--- config.mk ---
export PLATFORM = sky130hd
export DESIGN_NAME = bts_core
export DESIGN_NICKNAME = d
export VERILOG_FILES = /design/src/hw/rtl/bts_pkg.sv /design/src/hw/rtl/bts_core.sv
export SDC_FILE = /design/constraint.sdc
export NUM_CORES = 1
export LEC_CHECK = 0
export BUFFER_PORTS_ARGS = -buffer_cell sky130_fd_sc_hd__buf_2
export CAP_MARGIN = 10
export CORE_ASPECT_RATIO = 1.25
export CORE_MARGIN = 4
export CORE_UTILIZATION = 45
export CTS_BUF_LIST = sky130_fd_sc_hd__clkbuf_16
export CTS_CLUSTER_DIAMETER = 30
export DETAILED_ROUTE_END_ITERATION = 12
export GPL_TIMING_DRIVEN = 0
export MAX_ROUTING_LAYER = met4
export PLACE_DENSITY = 0.68
export RECOVER_POWER = 100
export SYNTH_ARGS = -nofsm -noshare
export SYNTH_HDL_FRONTEND = slang
export SYNTH_SLANG_ARGS = --single-unit
--- constraint.sdc ---
create_clock -name clk -period 8.45 [get_ports clk]
set_clock_uncertainty 0.2 [all_clocks]
set_input_delay 0.4225 -clock clk [delete_from_list [all_inputs] [get_ports clk]]
set_output_delay 0.4225 -clock clk [all_outputs]
set_load 0.01 [all_outputs]
--- src/hw/rtl/bts_pkg.sv ---
`default_nettype none

package bts_pkg;

  typedef enum logic [1:0] {
    OP_TICK  = 2'd0,
    OP_LOAD  = 2'd1,
    OP_START = 2'd2,
    OP_STOP  = 2'd3
  } op_t;

  typedef struct packed {
    logic buzz;
    logic playing;
    logic sounding;
  } status_t;

  localparam int unsigned ADDR_W = 10;
  localparam int unsigned BYTE_W = 8;
  localparam logic [BYTE_W-1:0] START_LIMIT = 8'd1;

endpackage

`default_nettype wire

--- src/hw/rtl/bts_core.sv ---
`default_nettype none

module bts_core #(
  parameter int unsigned DEPTH = 1024,
  parameter int unsigned AW    = 10
) (
  input  wire logic                          clk,
  input  wire logic                          rst_n,
  input  wire logic                          accept,
  input  wire logic [1:0]                    op,
  input  wire logic [bts_pkg::ADDR_W-1:0]    addr,
  input  wire logic [bts_pkg::BYTE_W-1:0]    data,
  input  wire logic                          dtick,
  input  wire logic [bts_pkg::BYTE_W-1:0]    rd0,
  input  wire logic [bts_pkg::BYTE_W-1:0]    rd1,
  output logic                               mem_we,
  output logic      [AW-1:0]                 mem_waddr,
  output logic      [bts_pkg::BYTE_W-1:0]    mem_wdata,
  output logic      [AW-1:0]                 mem_raddr0,
  output logic      [AW-1:0]                 mem_raddr1,
  output bts_pkg::status_t                   status_nxt
);

  localparam logic [22:0] DEPTH_W = 23'(DEPTH);

  function automatic logic [AW-1:0] wrap_addr(input logic [bts_pkg::ADDR_W-1:0] a);
    logic [22:0] r;
    r = {13'd0, a};
    for (int k = 5; k >= 0; k--) begin
      if (r >= (DEPTH_W << k)) begin
        r = r - (DEPTH_W << k);
      end
    end
    return r[AW-1:0];
  endfunction

  function automatic logic [AW-1:0] inc_ptr(input logic [AW-1:0] p);
    return (p == AW'(DEPTH - 1)) ? '0 : p + 1'b1;
  endfunction

  logic [AW-1:0]              ptr_r,     ptr_nxt;
  logic [bts_pkg::BYTE_W-1:0] dcount_r,  dcount_nxt;
  logic [bts_pkg::BYTE_W-1:0] dlimit_r,  dlimit_nxt;
  logic [bts_pkg::BYTE_W-1:0] tperiod_r, tperiod_nxt;
  logic [bts_pkg::BYTE_W-1:0] tcount_r,  tcount_nxt;
  logic                       active_r,  active_nxt;
  logic                       note_r,    note_nxt;
  logic [AW-1:0]              ptr_p1;
  logic [AW-1:0]              addr_w;
  bts_pkg::op_t               op_e;

  assign op_e       = bts_pkg::op_t'(op);
  assign addr_w     = wrap_addr(addr);
  assign ptr_p1     = inc_ptr(ptr_r);
  assign mem_raddr0 = ptr_r;
  assign mem_raddr1 = ptr_p1;
  assign mem_we     = accept && (op_e == bts_pkg::OP_LOAD);
  assign mem_waddr  = addr_w;
  assign mem_wdata  = data;

  always_comb begin
    ptr_nxt     = ptr_r;
    dcount_nxt  = dcount_r;
    dlimit_nxt  = dlimit_r;
    tperiod_nxt = tperiod_r;
    tcount_nxt  = tcount_r;
    active_nxt  = active_r;
    note_nxt    = note_r;
    case (op_e)
      bts_pkg::OP_TICK: begin
        if (active_r) begin
          if (note_r) begin
            tcount_nxt = (tcount_r >= tperiod_r) ? '0 : tcount_r + 1'b1;
          end
          if (dtick) begin
            if (dcount_r >= dlimit_r) begin
              dcount_nxt = '0;
              ptr_nxt    = inc_ptr(ptr_p1);
              if (rd0 == '0) begin
                active_nxt = 1'b0;
                note_nxt   = 1'b0;
              end else begin
                dlimit_nxt = rd0;
                if (rd1 != '0) begin
                  tperiod_nxt = rd1;
                  tcount_nxt  = '0;
                  note_nxt    = 1'b1;
                end else begin
                  note_nxt = 1'b0;
                end
              end
            end else begin
              dcount_nxt = dcount_r + 1'b1;
            end
          end
        end
      end
      bts_pkg::OP_LOAD: begin
      end
      bts_pkg::OP_START: begin
        ptr_nxt    = addr_w;
        dcount_nxt = '0;
        dlimit_nxt = bts_pkg::START_LIMIT;
        active_nxt = 1'b1;
      end
      bts_pkg::OP_STOP: begin
        active_nxt = 1'b0;
        note_nxt   = 1'b0;
      end
      default: begin
      end
    endcase
    status_nxt.buzz     = note_nxt && (tcount_nxt < (tperiod_nxt >> 1));
    status_nxt.playing  = active_nxt;
    status_nxt.sounding = note_nxt;
  end

  always_ff @(posedge clk) begin
    if (!rst_n) begin
      ptr_r     <= '0;
      dcount_r  <= '0;
      dlimit_r  <= bts_pkg::START_LIMIT;
      tperiod_r <= '0;
      tcount_r  <= '0;
      active_r  <= 1'b0;
      note_r    <= 1'b0;
    end else if (accept) begin
      ptr_r     <= ptr_nxt;
      dcount_r  <= dcount_nxt;
      dlimit_r  <= dlimit_nxt;
      tperiod_r <= tperiod_nxt;
      tcount_r  <= tcount_nxt;
      active_r  <= active_nxt;
      note_r    <= note_nxt;
    end
  end

endmodule

`default_nettype wire

==> results.md, run 1 <==
* Number of vias in the routed layout at 3843
* Length of the first detailed-routing pass in iterations at 5
* Routed wire per std cell at 16.3 um
* Cell accounting for the most synthesized area: sky130_fd_sc_hd__dfxtp_1
* DRT iter0 DRCs at 186
* Synthesized netlist net count at 546
* Sequential element share of the synthesized area at 23.5%
* Worst setup EP type: output pin
* Startpoint type of the worst setup path: flop
* Synthesis warning total at 0
* Synthesized flop and latch total at 44
* Fraction of final layout cells with drive strength greater than 1 at 14.6%
* Starting density of the core at 47.0%
* IO Port Bufs at 72
* Height of the die at 110 um
* Met1 layer usage reported by global route at 26.8%
* Total global routing overflow at 0
* Setup repair after global routing missed its margin: false
* Antenna diode count at 0
* I/O pin count at 82
* Full die area at 9870 sq um
* M2 GR Usage at 38.5%
* Number of sinks on the clock net at 44
* Main synth FF type: sky130_fd_sc_hd__dfxtp_1
* Fin Hold WS at 0.184 ns
* Antenna Nets Post-Route at 0
* Final Max Slew Viols at 0
* Leakage Power at 1.74 nW
* Vias in the first global route at 3670
* Period utilisation layout at 60.9%
* Number of nets in the layout at 625
* Top post-synthesis cells by area: sky130_fd_sc_hd__dfxtp_1 23%, sky130_fd_sc_hd__ha_1 10%, sky130_fd_sc_hd__nand2_1 4.2%
* Half-perimeter wire length after detailed placement at 8320 um
* Sequence of cells on the critical path: inv_1 > ha_1 > nand2b_1 > a2111o_1 > a32oi_1 > o2bb2ai_1 > clkbuf_1 > o21ai_0 > a22o_1 > ha_1 > a21o_1 > a21o_1 > a21o_1 > a31oi_1 > o31a_1 > o2111a_1 > buf_2
* Worst-path fanout max at 10
* Count of hold-fix buffers inserted at cts at 0
* Antenna violations before repair at 0
* Slew at the pin closest to its max-slew limit at 1.27 ns
* Per-instance average area after synthesis at 7.88 sq um
* Clock edge transition at the registers on the reported setup and hold paths at 0.06 ns
* Total buffers and inverters traversed by the critical path at 3
* Worst endpoint data arrival time at 4.53 ns
* Placement row count at 36
* Setup Fix Bufs, Post-CTS at 0
* Layout filler cell count at 817
* Area added between synthesis and finish at 13.7%
* Root buffer cell: sky130_fd_sc_hd__clkbuf_16
* All-layer global routing usage at 22.7%
* CP dominant cell by count: sky130_fd_sc_hd__a21o_1
* Placeable Area at 7970 sq um
* Pin count of the biggest net entering global routing at 14
* Final hold violation count at 0
* Slowest stage cell on the critical path: sky130_fd_sc_hd__a32oi_1
* CTS H-tree depth at 2
* Share of async-settable or async-resettable flops after synthesis at 0%
* Kind of cell adding the most delay to the critical path: compound AO/OA/AOI/OAI gates
* Area fraction of the dominant cell type after synthesis at 23.5%
* Detailed-route wire length at 10600 um
* Final critical-path required period at 5.15 ns
* Outcome: finished, final reports clean
* Ratio of routed vias to standard cells at 5.90
* Wire length of the first global-routing pass at 17200 um
* Clock tree from TritonCTS: done
* Accumulated negative setup slack at 0 ns
* Max Clk Rate at 0.194 GHz
* CTS buffer count at 5
* Clk_lat worst skew at 0.29 ns
* Largest incremental delay on the critical path at 0.50 ns
* DRC viols at 0
* GR Util met3 at 2.90%
* Distinct cells, synth at 76
* PD cells at 134 nW/um^2
* Layer with the highest usage after global routing: met2
* Number of maximum-capacitance violations at 0
* Worst vdd rail ir drop at 0.0816 mV
* Number of instances in the synthesized netlist at 476
* Maximum buffer depth of the clock tree at 2
* Number of enable flip-flop cells after synthesis at 0
* Number of gates resized after CTS at 0
* Routability-driven placement congestion ratio at 0.935
* Final setup viols at 0
* Class of the tightest hold or removal check: primary input to flop
* Critical path data required time at 7.83 ns
* Width of the chip at 89.7 um
* Post-synth design cell area at 3750 sq um
* Crit Path Class: flop to output pin
* Max-slew headroom at the worst pin at 14.6%
==> cells in the final DEF (no fill, tap or decap), types with 3 or more instances in the layout <==
cell type / instances
sky130_fd_sc_hd__buf_4: 19
sky130_fd_sc_hd__or3_1: 9
sky130_fd_sc_hd__nor2b_1: 4
sky130_fd_sc_hd__a221oi_1: 5
sky130_fd_sc_hd__a211oi_1: 4
sky130_fd_sc_hd__and2_1: 5
sky130_fd_sc_hd__ha_1: 30
sky130_fd_sc_hd__xor2_1: 7
sky130_fd_sc_hd__nand2_1: 43
sky130_fd_sc_hd__buf_2: 39
sky130_fd_sc_hd__and4_1: 4
sky130_fd_sc_hd__inv_1: 31
sky130_fd_sc_hd__a31o_2: 3
sky130_fd_sc_hd__dfxtp_1: 44
sky130_fd_sc_hd__nor2_1: 39
sky130_fd_sc_hd__nand2b_1: 3
sky130_fd_sc_hd__a31oi_1: 7
sky130_fd_sc_hd__clkbuf_1: 56
sky130_fd_sc_hd__a22oi_1: 13
sky130_fd_sc_hd__nor4_1: 7
sky130_fd_sc_hd__a21oi_1: 17
sky130_fd_sc_hd__and3_1: 6
sky130_fd_sc_hd__nand3_1: 23
sky130_fd_sc_hd__clkbuf_16: 5
sky130_fd_sc_hd__nand4_1: 6
sky130_fd_sc_hd__nor3_1: 8
sky130_fd_sc_hd__a22o_1: 5
sky130_fd_sc_hd__o21ai_0: 23
sky130_fd_sc_hd__mux2i_1: 9
sky130_fd_sc_hd__xnor2_1: 10
sky130_fd_sc_hd__a21o_1: 15
==> state kept, by name, summed over array words and instances, names as in the netlist <==
register    cells
dlimit_r        8
mem_raddr0     10
active_r        1
note_r          1
dcount_r        8
tcount_r        8
tperiod_r       8
==> worst min-delay path, delay by kind of cell <==
kind / cells / cell delay, ns
buffers and inverters: 1 / 0.09
and+or+nand+nor: 1 / 0.07
muxes: 1 / 0.06
==> per-stage QoR <==
stage / power, mW / setup slack (ns) / std cells / util (%) / area, sq um
6_report: 0.570 / 3.30 / 651 / 53.5 / 4260
5_1_grt: 0.601 / 3.01 / 651 / 53.5 / 4260
3_3_place_gp: 0.357 / 4.13 / 643 / 53.1 / 4230
4_1_cts: 0.581 / 3.73 / 651 / 55.1 / 4390
2_1_floorplan: 0.316 / 4.48 / 476 / - / 3750
3_5_place_dp: 0.359 / 4.07 / 643 / 53.1 / 4230
==> cell usage after synthesis (all sizes together), types with 4 or more instances <==
| master | count |
|---|---|
| dfxtp | 44 |
| nand2 | 44 |
| nor2 | 41 |
| ha | 30 |
| inv | 30 |
| buf | 28 |
| o21ai | 25 |
| nand3 | 24 |
| a21oi | 18 |
| a21o | 16 |
| clkbuf | 15 |
| a22oi | 13 |
| xnor2 | 10 |
| mux2i | 9 |
| nor3 | 9 |
| or3 | 9 |
| a31oi | 7 |
| nor4 | 7 |
| xor2 | 7 |
| and2 | 6 |
| and3 | 6 |
| nand4 | 6 |
| a211oi | 5 |
| a221oi | 5 |
| a22o | 5 |
| and4 | 4 |
| nor2b | 4 |
==> power breakdown <==
group | internal, mW | switching [mW] | total [mW]
registers | 0.214 | 0.00974 | 0.223
clock network | 0.138 | 0.0839 | 0.222
logic | 0.0530 | 0.0720 | 0.125
==> kinds of logic (layout without fill, tap and decap cells) <==
logic type      Yosys count  after routing  synth area share [%]
fa+ha+maj                30             30                  10.0
compound gates          131            131                  26.4
flops                    44             44                  23.5
mux                       9              9                  2.40
xor+xnor                 17             17                  3.97
buf+inv                  73            153                  9.91
simple gates            172            172                  23.8
==> final cells by class <==
| cell class | count | area [sq um] | area share, % |
|---|---|---|---|
| Buffer | 43 | 241 | 5.66 |
| Clock buffer | 5 | 125 | 2.93 |
| Clock inverter | 3 | 38.8 | 0.910 |
| Inverter | 30 | 113 | 2.64 |
| Multi-Input combinational cell | 359 | 2430 | 57.0 |
| Sequential cell | 44 | 881 | 20.7 |
| Tap cell | 95 | 119 | 2.79 |
| Timing Repair Buffer | 72 | 314 | 7.37 |
==> layer usage <==
metal  part of all wire [%]  routed length (um)
met5                      0                   0
met4                    3.0                 320
met3                    5.8                 615
met2                     49                5200
met1                     42                4500
==> final timing paths <==
path | start | endpoint | slack [ns] | cells after the start
worst max-delay path | dcount_r[0] | status_nxt[2] | 3.30 | 17
worst min-delay path | rd1[0] | tperiod_r[0] | 0.18 | 3
worst max register to register | dcount_r[0] | mem_raddr0[7] | 5.27 | 9
worst min register to register | dlimit_r[7] | dlimit_r[7] | 0.27 | 2
Power figures use the tool's default switching activity.
==> run 2: changes to the inputs <==
--- a/config.mk
+++ b/config.mk
@@ -15,7 +15,7 @@
 export DETAILED_ROUTE_END_ITERATION = 12
 export GPL_TIMING_DRIVEN = 0
 export MAX_ROUTING_LAYER = met4
-export PLACE_DENSITY = 0.68
+export PLACE_DENSITY = 0.71
 export RECOVER_POWER = 100
 export SYNTH_ARGS = -nofsm -noshare
 export SYNTH_HDL_FRONTEND = slang
==> constraint.sdc (replaced) <==
create_clock -name clk -period 4.4 [get_ports clk]
set_clock_uncertainty 0.2 [all_clocks]
set_input_delay 0.22 -clock clk [delete_from_list [all_inputs] [get_ports clk]]
set_output_delay 0.22 -clock clk [all_outputs]
set_load 0.01 [all_outputs]
==> results.md, run 2 (same netlist as run 1, synthesis figures left out) <==
* Detailed-route wire length at 10700 um (was 10600 um)
* Pin count of the biggest net entering global routing at 14 (unchanged)
* PD cells at 241 nW/um^2 (was 134 nW/um^2)
* Layout Cell Area excl Fill at 4400 sq um (was 4260 sq um)
* Final hold violation count at 3 (was 0)
* Sequence of cells on the critical path: ha_4 > nand2b_4 > a2111o_1 > a32oi_4 > buf_4 > nor2_1 > o21ai_0 > a22o_1 > ha_1 > and4_1 > nand3_2 > o31ai_1 > a31oi_2 > o31a_1 > o2111a_1 > clkbuf_2 (was inv_1 > ha_1 > nand2b_1 > a2111o_1 > a32oi_1 > o2bb2ai_1 > clkbuf_1 > o21ai_0 > a22o_1 > ha_1 > a21o_1 > a21o_1 > a21o_1 > a31oi_1 > o31a_1 > o2111a_1 > buf_2)
* Crit Path Class: flop to output pin (unchanged)
* Worst Setup SP: dlimit_r[0] (was dcount_r[0])
* Half-perimeter wire length after detailed placement at 8070 um (was 8320 um)
* Clock tree from TritonCTS: done (unchanged)
* Worst endpoint data arrival time at 3.81 ns (was 4.53 ns)
* Routed wire per std cell at 16.4 um (was 16.3 um)
* Largest incremental delay on the critical path at 0.50 ns (about the same)
* Slowest stage cell on the critical path: sky130_fd_sc_hd__a2111o_1 (was sky130_fd_sc_hd__a32oi_1)
* Routed wire length on met2 at 5370 um (was 5200 um)
* Worst setup EP type: output pin (unchanged)
* Starting density of the core at 47.0% (unchanged)
* Root buffer cell: sky130_fd_sc_hd__clkbuf_16 (unchanged)
* CTS H-tree depth at 2 (unchanged)
* Most frequent cells in the layout: 56 x sky130_fd_sc_hd__clkbuf_1, 43 x sky130_fd_sc_hd__nand2_1, 43 x sky130_fd_sc_hd__dfxtp_1 (was 56 x sky130_fd_sc_hd__clkbuf_1, 44 x sky130_fd_sc_hd__dfxtp_1, 43 x sky130_fd_sc_hd__nand2_1)
* Height of the die at 110 um (unchanged)
* Max-slew headroom at the worst pin at 24.7% (was 14.6%)
* Class of the tightest hold or removal check: primary input to flop (unchanged)
* Final setup viols at 0 (unchanged)
* Flip-flop count of the largest register after layout at 10 (unchanged)
* Highest routing layer actually used: met4 (unchanged)
* Worst-path fanout max at 4 (was 10)
* Routability-driven placement congestion ratio at 0.889 (was 0.935)
* DRC viols at 0 (unchanged)
* Antenna violations before repair at 0 (unchanged)
* Number of maximum-capacitance violations at 0 (unchanged)
* Length of the first detailed-routing pass in iterations at 5 (unchanged)
* Outcome: complete, but fails checks (was finished, final reports clean)
* Fraction of final layout cells with drive strength greater than 1 at 17.1% (was 14.6%)
* Fin Hold WS at -0.00295 ns (was 0.184 ns)
* Most common cell after layout, fill and taps aside: sky130_fd_sc_hd__clkbuf_1 (unchanged)
* Maximum buffer depth of the clock tree at 2 (unchanged)
* IO Port Bufs at 72 (unchanged)
* Count of hold-fix buffers inserted at cts at 0 (unchanged)
* Max Clk Rate at 0.236 GHz
* CTS buffer count at 5 (unchanged)
* Leakage Power at 1.77 nW (was 1.74 nW)
* Width of the chip at 89.7 um (unchanged)
* Antenna Nets Post-Route at 0 (unchanged)
* Post-Place Cell Area at 4230 sq um (unchanged)
* Worst vdd rail ir drop at 0.173 mV (was 0.0816 mV)
* Final Max Slew Viols at 0 (unchanged)
* Slew at the pin closest to its max-slew limit at 1.12 ns (was 1.27 ns)
* Number of vias in the routed layout at 3880 (was 3843)
* Number of sinks on the clock net at 44 (unchanged)
* Placement row count at 36 (unchanged)
* Clock edge transition at the registers on the reported setup and hold paths at 0.06 ns (about the same)
* Area added between synthesis and finish at 17.3% (was 13.7%)
* Clk_lat worst skew at 0.29 ns (about the same)
* Placeable Area at 7970 sq um (unchanged)
* Routed length on met1 at 4470 um (was 4500 um)
* Wire length of the first global-routing pass at 16700 um (was 17200 um)
* Number of nets in the layout at 629 (was 625)
* Startpoint of the tightest hold check path: rd1[0] (unchanged)
* Vias in the first global route at 3502 (was 3670)
* Detailed route wirelength on metal3 at 634 um (was 615 um)
* Setup repair after global routing missed its margin: false (unchanged)
* All-layer global routing usage at 21.9% (was 22.7%)
* Total global routing overflow at 0 (unchanged)
* Antenna diode count at 0 (unchanged)
* Full die area at 9870 sq um (unchanged)
* Final critical-path required period at 4.23 ns
* Ratio of routed vias to standard cells at 5.92 (was 5.90)
* Total buffers and inverters traversed by the critical path at 2 (was 3)
* DRT iter0 DRCs at 220 (was 186)
* I/O pin count at 82 (unchanged)
* Origin of the critical flop-to-flop path: mem_raddr0[1] (was dcount_r[0])
* Critical path data required time at 3.98 ns (was 7.83 ns)
* Accumulated negative setup slack at 0 ns (unchanged)
* Failing checks: negative hold slack
* Startpoint type of the worst setup path: flop (unchanged)
* Period utilisation layout at 96.1%
* Kind of cell adding the most delay to the critical path: compound AO/OA/AOI/OAI gates (unchanged)
[run 2: cell count changes in the layout (fill, tap and decap cells not counted), sizes merged]
| cell | before | now |
|---|---|---|
| buf | 58 | 62 |
| bufinv | 1 | 0 |
| clkinv | 1 | 3 |
| inv | 31 | 30 |
[run 2: metal layers]
metal | vias to the layer above | global-route usage [%]
li1 | 1897 | -
met1 | 1814 | 26.1
met2 | 143 | 37.9
met3 | 26 | 2.97
met4 | 0 | 6.70
met5 | - | -
[run 2: area by class of cell]
cell class / instances / area (sq um)
multi-input combinational: 359 / 2550
sequential: 44 / 885
timing repair buffer: 76 / 339
clock inverter: 3 / 13.8
tap: 95 / 119
clock buffer: 5 / 125
fill: 770 / 3570
buffer: 43 / 256
inverter: 30 / 113
[run 2: worst min-delay path: cells and delay by family]
family,cells,cell delay (ns)
buf+inv,1,0.09
mux,1,0.06
simple gates,1,0.07
[run 2: report_power, final]
| part | switching (mW) | total, mW | internal, mW |
|---|---|---|---|
| Combinational | 0.149 | 0.265 | 0.116 |
| Clock | 0.160 | 0.367 | 0.207 |
| Sequential | 0.0186 | 0.429 | 0.410 |
| Total | 0.328 | 1.06 | 0.733 |
[run 2: metrics by stage]
step	std cells	utilization (%)	total power, mW	worst slack [ns]	hold slack [ns]
after floorplan	476	-	0.607	0.634	0.164
after global placement	643	53.1	0.680	0.290	0.251
after detailed placement	643	53.1	0.687	0.233	0.257
after CTS	652	54.9	1.05	0.0125	0.00243
after global routing	655	55.2	1.11	0.0184	0.0110
final	655	55.2	1.06	0.171	-0.00295
[run 2: final timing paths]
check	endpoint	slack [ns]	cells past startpoint
worst max-delay path	status_nxt[2]	0.17	16
worst min-delay path	tperiod_r[0]	-0.003	3
worst max register to register	mem_raddr0[7]	1.32	7
worst min register to register	dlimit_r[2]	0.27	2
[run 2: timing repair]
action | CTS | global route
pin swaps | 2 | 7
gates cloned | 0 | 1
gates resized for setup | 0 | 11
setup endpoints to repair | 1 | 1
buffers inserted | 1 | 2
==> run 3: changes to the inputs <==
--- a/config.mk
+++ b/config.mk
@@ -9,13 +9,13 @@
 export CAP_MARGIN = 10
 export CORE_ASPECT_RATIO = 1.25
 export CORE_MARGIN = 4
-export CORE_UTILIZATION = 45
+export CORE_UTILIZATION = 50
 export CTS_BUF_LIST = sky130_fd_sc_hd__clkbuf_16
 export CTS_CLUSTER_DIAMETER = 30
 export DETAILED_ROUTE_END_ITERATION = 12
 export GPL_TIMING_DRIVEN = 0
 export MAX_ROUTING_LAYER = met4
-export PLACE_DENSITY = 0.71
+export PLACE_DENSITY = 0.77
 export RECOVER_POWER = 100
 export SYNTH_ARGS = -nofsm -noshare
 export SYNTH_HDL_FRONTEND = slang
==> results.md, run 3 (same netlist as run 1, synthesis figures left out) <==
* Leakage Power at 1.78 nW (was 1.77 nW)
* Clock tree from TritonCTS: done (unchanged)
* Accumulated negative setup slack at 0 ns (unchanged)
* Clk_lat worst skew at 0.29 ns (about the same)
* DRC viols at 0 (unchanged)
* CTS buffer count at 5 (unchanged)
* Fin Hold WS at -0.00102 ns (was -0.00295 ns)
* Dpl ws at 0.238 ns (was 0.233 ns)
* Sequence of cells on the critical path: inv_1 > ha_1 > nand2b_1 > a2111o_1 > a32oi_4 > o2bb2ai_4 > buf_6 > o21ai_2 > a22o_1 > ha_1 > a21o_1 > a21o_1 > a21o_1 > a31oi_1 > o31a_1 > o2111a_1 > buf_2 (was ha_4 > nand2b_4 > a2111o_1 > a32oi_4 > buf_4 > nor2_1 > o21ai_0 > a22o_1 > ha_1 > and4_1 > nand3_2 > o31ai_1 > a31oi_2 > o31a_1 > o2111a_1 > clkbuf_2)
* Part of the power in registers at 38.9% (was 40.4%)
* Worst vdd rail ir drop at 0.156 mV (was 0.173 mV)
* Period utilisation layout at 95.4% (was 96.1%)
* Routability-driven placement congestion ratio at 0.907 (was 0.889)
* Length of the first detailed-routing pass in iterations at 5 (unchanged)
* Largest incremental delay on the critical path at 0.46 ns (was 0.50 ns)
* Final Max Slew Viols at 0 (unchanged)
* Half-perimeter wire length after detailed placement at 7840 um (was 8070 um)
* Share of total power consumed by net switching at 28.6% (was 30.9%)
* Root buffer cell: sky130_fd_sc_hd__clkbuf_16 (unchanged)
* Placeable Area at 7360 sq um (was 7970 sq um)
* Total global routing overflow at 0 (unchanged)
* Most common cell after layout, fill and taps aside: sky130_fd_sc_hd__clkbuf_1 (unchanged)
* Fraction of final layout cells with drive strength greater than 1 at 16.6% (was 17.1%)
* Worst endpoint data arrival time at 3.78 ns (was 3.81 ns)
* Area occupied by registers at 883 sq um (was 885 sq um)
* Placement row count at 35 (was 36)
* Number of sinks on the clock net at 44 (unchanged)
* Internal at 0.787 mW (was 0.733 mW)
* Maximum buffer depth of the clock tree at 2 (unchanged)
* CP dominant cell by count: sky130_fd_sc_hd__a21o_1
* Antenna violations before repair at 0 (unchanged)
* Full die area at 8960 sq um (was 9870 sq um)
* Class of the tightest hold or removal check: primary input to flop (unchanged)
* CTS H-tree depth at 2 (unchanged)
* All-layer global routing usage at 23.1% (was 21.9%)
* Most frequent cells in the layout: 54 x sky130_fd_sc_hd__clkbuf_1, 43 x sky130_fd_sc_hd__nand2_1, 42 x sky130_fd_sc_hd__dfxtp_1 (was 56 x sky130_fd_sc_hd__clkbuf_1, 43 x sky130_fd_sc_hd__nand2_1, 43 x sky130_fd_sc_hd__dfxtp_1)
* Startpoint type of the worst setup path: flop (unchanged)
* Flip-flop count of the largest register after layout at 10 (unchanged)
* Final setup viols at 0 (unchanged)
* Slew at the pin closest to its max-slew limit at 1.27 ns (was 1.12 ns)
* Minimum setup slack in the final design at 0.204 ns (was 0.171 ns)
* Layout Cell Area excl Fill at 4390 sq um (was 4400 sq um)
* Failing checks: negative hold slack (unchanged)
* Area used by multi-input combinational logic at 2510 sq um (was 2550 sq um)
* Clock share of power at 37.8% (was 34.6%)
* Starting density of the core at 51.0% (was 47.0%)
* Outcome: complete, but fails checks (unchanged)
* Post-Place Cell Area at 4230 sq um (about the same)
* Worst setup EP type: output pin (unchanged)
* Layout filler cell count at 708 (was 770)
* Slowest stage cell on the critical path: sky130_fd_sc_hd__a2111o_1 (unchanged)
* PD cells at 251 nW/um^2 (was 241 nW/um^2)
* Number of vias in the routed layout at 3808 (was 3880)
* Combinational fraction of design power at 23.3% (was 25.0%)
* Number of maximum-capacitance violations at 0 (unchanged)
* Crit Path Class: flop to output pin (unchanged)
* DRT iter0 DRCs at 165 (was 220)
* Number of nets in the layout at 630 (was 629)
* Antenna Nets Post-Route at 0 (unchanged)
* Critical path data required time at 3.98 ns (about the same)
* Max-slew headroom at the worst pin at 14.2% (was 24.7%)
* Clock edge transition at the registers on the reported setup and hold paths at 0.06 ns (about the same)
* Final hold violation count at 2 (was 3)
* Width of the chip at 85.5 um (was 89.7 um)
* Setup repair after global routing missed its margin: false (unchanged)
* Worst-path fanout max at 10 (was 4)
* IO Port Bufs at 72 (unchanged)
* Antenna diode count at 0 (unchanged)
* Final critical-path required period at 4.20 ns (was 4.23 ns)
* Height of the die at 105 um (was 110 um)
* Sw power at 0.316 mW (was 0.328 mW)
* Max Clk Rate at 0.238 GHz (was 0.236 GHz)
* Area added between synthesis and finish at 17.0% (was 17.3%)
* Routed wire per std cell at 15.7 um (was 16.4 um)
* I/O pin count at 82 (unchanged)
* Vias in the first global route at 3662 (was 3502)
* Ratio of routed vias to standard cells at 5.83 (was 5.92)
* Pin count of the biggest net entering global routing at 14 (unchanged)
* Wire length of the first global-routing pass at 16700 um (about the same)
* Detailed-route wire length at 10200 um (was 10700 um)
-- run 3: cell types whose count changed in the layout (fill, tap and decap cells not counted), sizes merged --
cell / previous run / this run
bufinv: 0 / 1
clkbuf: 62 / 59
clkinv: 3 / 2
dlygate4sd3: 0 / 1
buf: 62 / 65
-- run 3: final cells by class --
type	instances	share of cell area [%]
multi-input combinational	359	57.1
tap	92	2.62
buffer	43	5.84
clock inverter	3	0.855
clock buffer	5	2.85
inverter	30	2.56
timing repair buffer	77	8.06
sequential	44	20.1
-- run 3: path summary, 6_finish.rpt --
path / start / endpoint / slack [ns] / cells past startpoint
setup / recovery: dcount_r[0] / status_nxt[2] / 0.20 / 17
hold / removal: rd0[4] / dlimit_r[4] / -0.001 / 3
setup reg to reg: mem_raddr0[1] / mem_raddr0[2] / 1.32 / 7
hold reg to reg: dlimit_r[4] / dlimit_r[4] / 0.27 / 2
-- run 3: critical path: cells and delay by family, from the launching register on --
kind,cells,cell delay [ns]
flip-flops,1,0.33
adder cells (fa/ha/maj),2,0.53
buffers and inverters,3,0.32
AO/OA/AOI/OAI,11,2.17
AND/OR/NAND/NOR,1,0.14
-- run 3: timing repair --
item | in CTS | in global routing
resized for setup | 0 | 7
endpoints found under the setup margin | 1 | 1
setup buffers | 1 | 3
pin swaps | 2 | 4
hold endpoints to repair | 1 | 0
hold buffers | 1 | 0
-- run 3: power by group through the flow --
| stage | combinational (mW) | sequential [mW] | clock, mW |
|---|---|---|---|
| after floorplan | 0.174 | 0.433 | 0 |
| after global placement | 0.246 | 0.437 | 0 |
| after detailed placement | 0.250 | 0.437 | 0 |
| after CTS | 0.253 | 0.428 | 0.422 |
| after global routing | 0.281 | 0.430 | 0.439 |
| final | 0.257 | 0.429 | 0.417 |
-- run 3: layer usage --
metal	part of all wire [%]	GRT usage [%]	vias to the layer above
li1	-	-	1902
met5	0	-	-
met3	5.4	3.15	22
met4	2.9	9.16	0
met2	48	39.2	129
met1	43	27.3	1755
-- run 3: per-stage QoR --
stage               power, mW  util [%]  std cells
floorplan               0.607         -        476
global placement        0.683      57.4        640
detailed placement      0.687      57.4        640
CTS                      1.10      59.9        650
global route             1.15      59.7        653
finish                   1.10      59.7        653
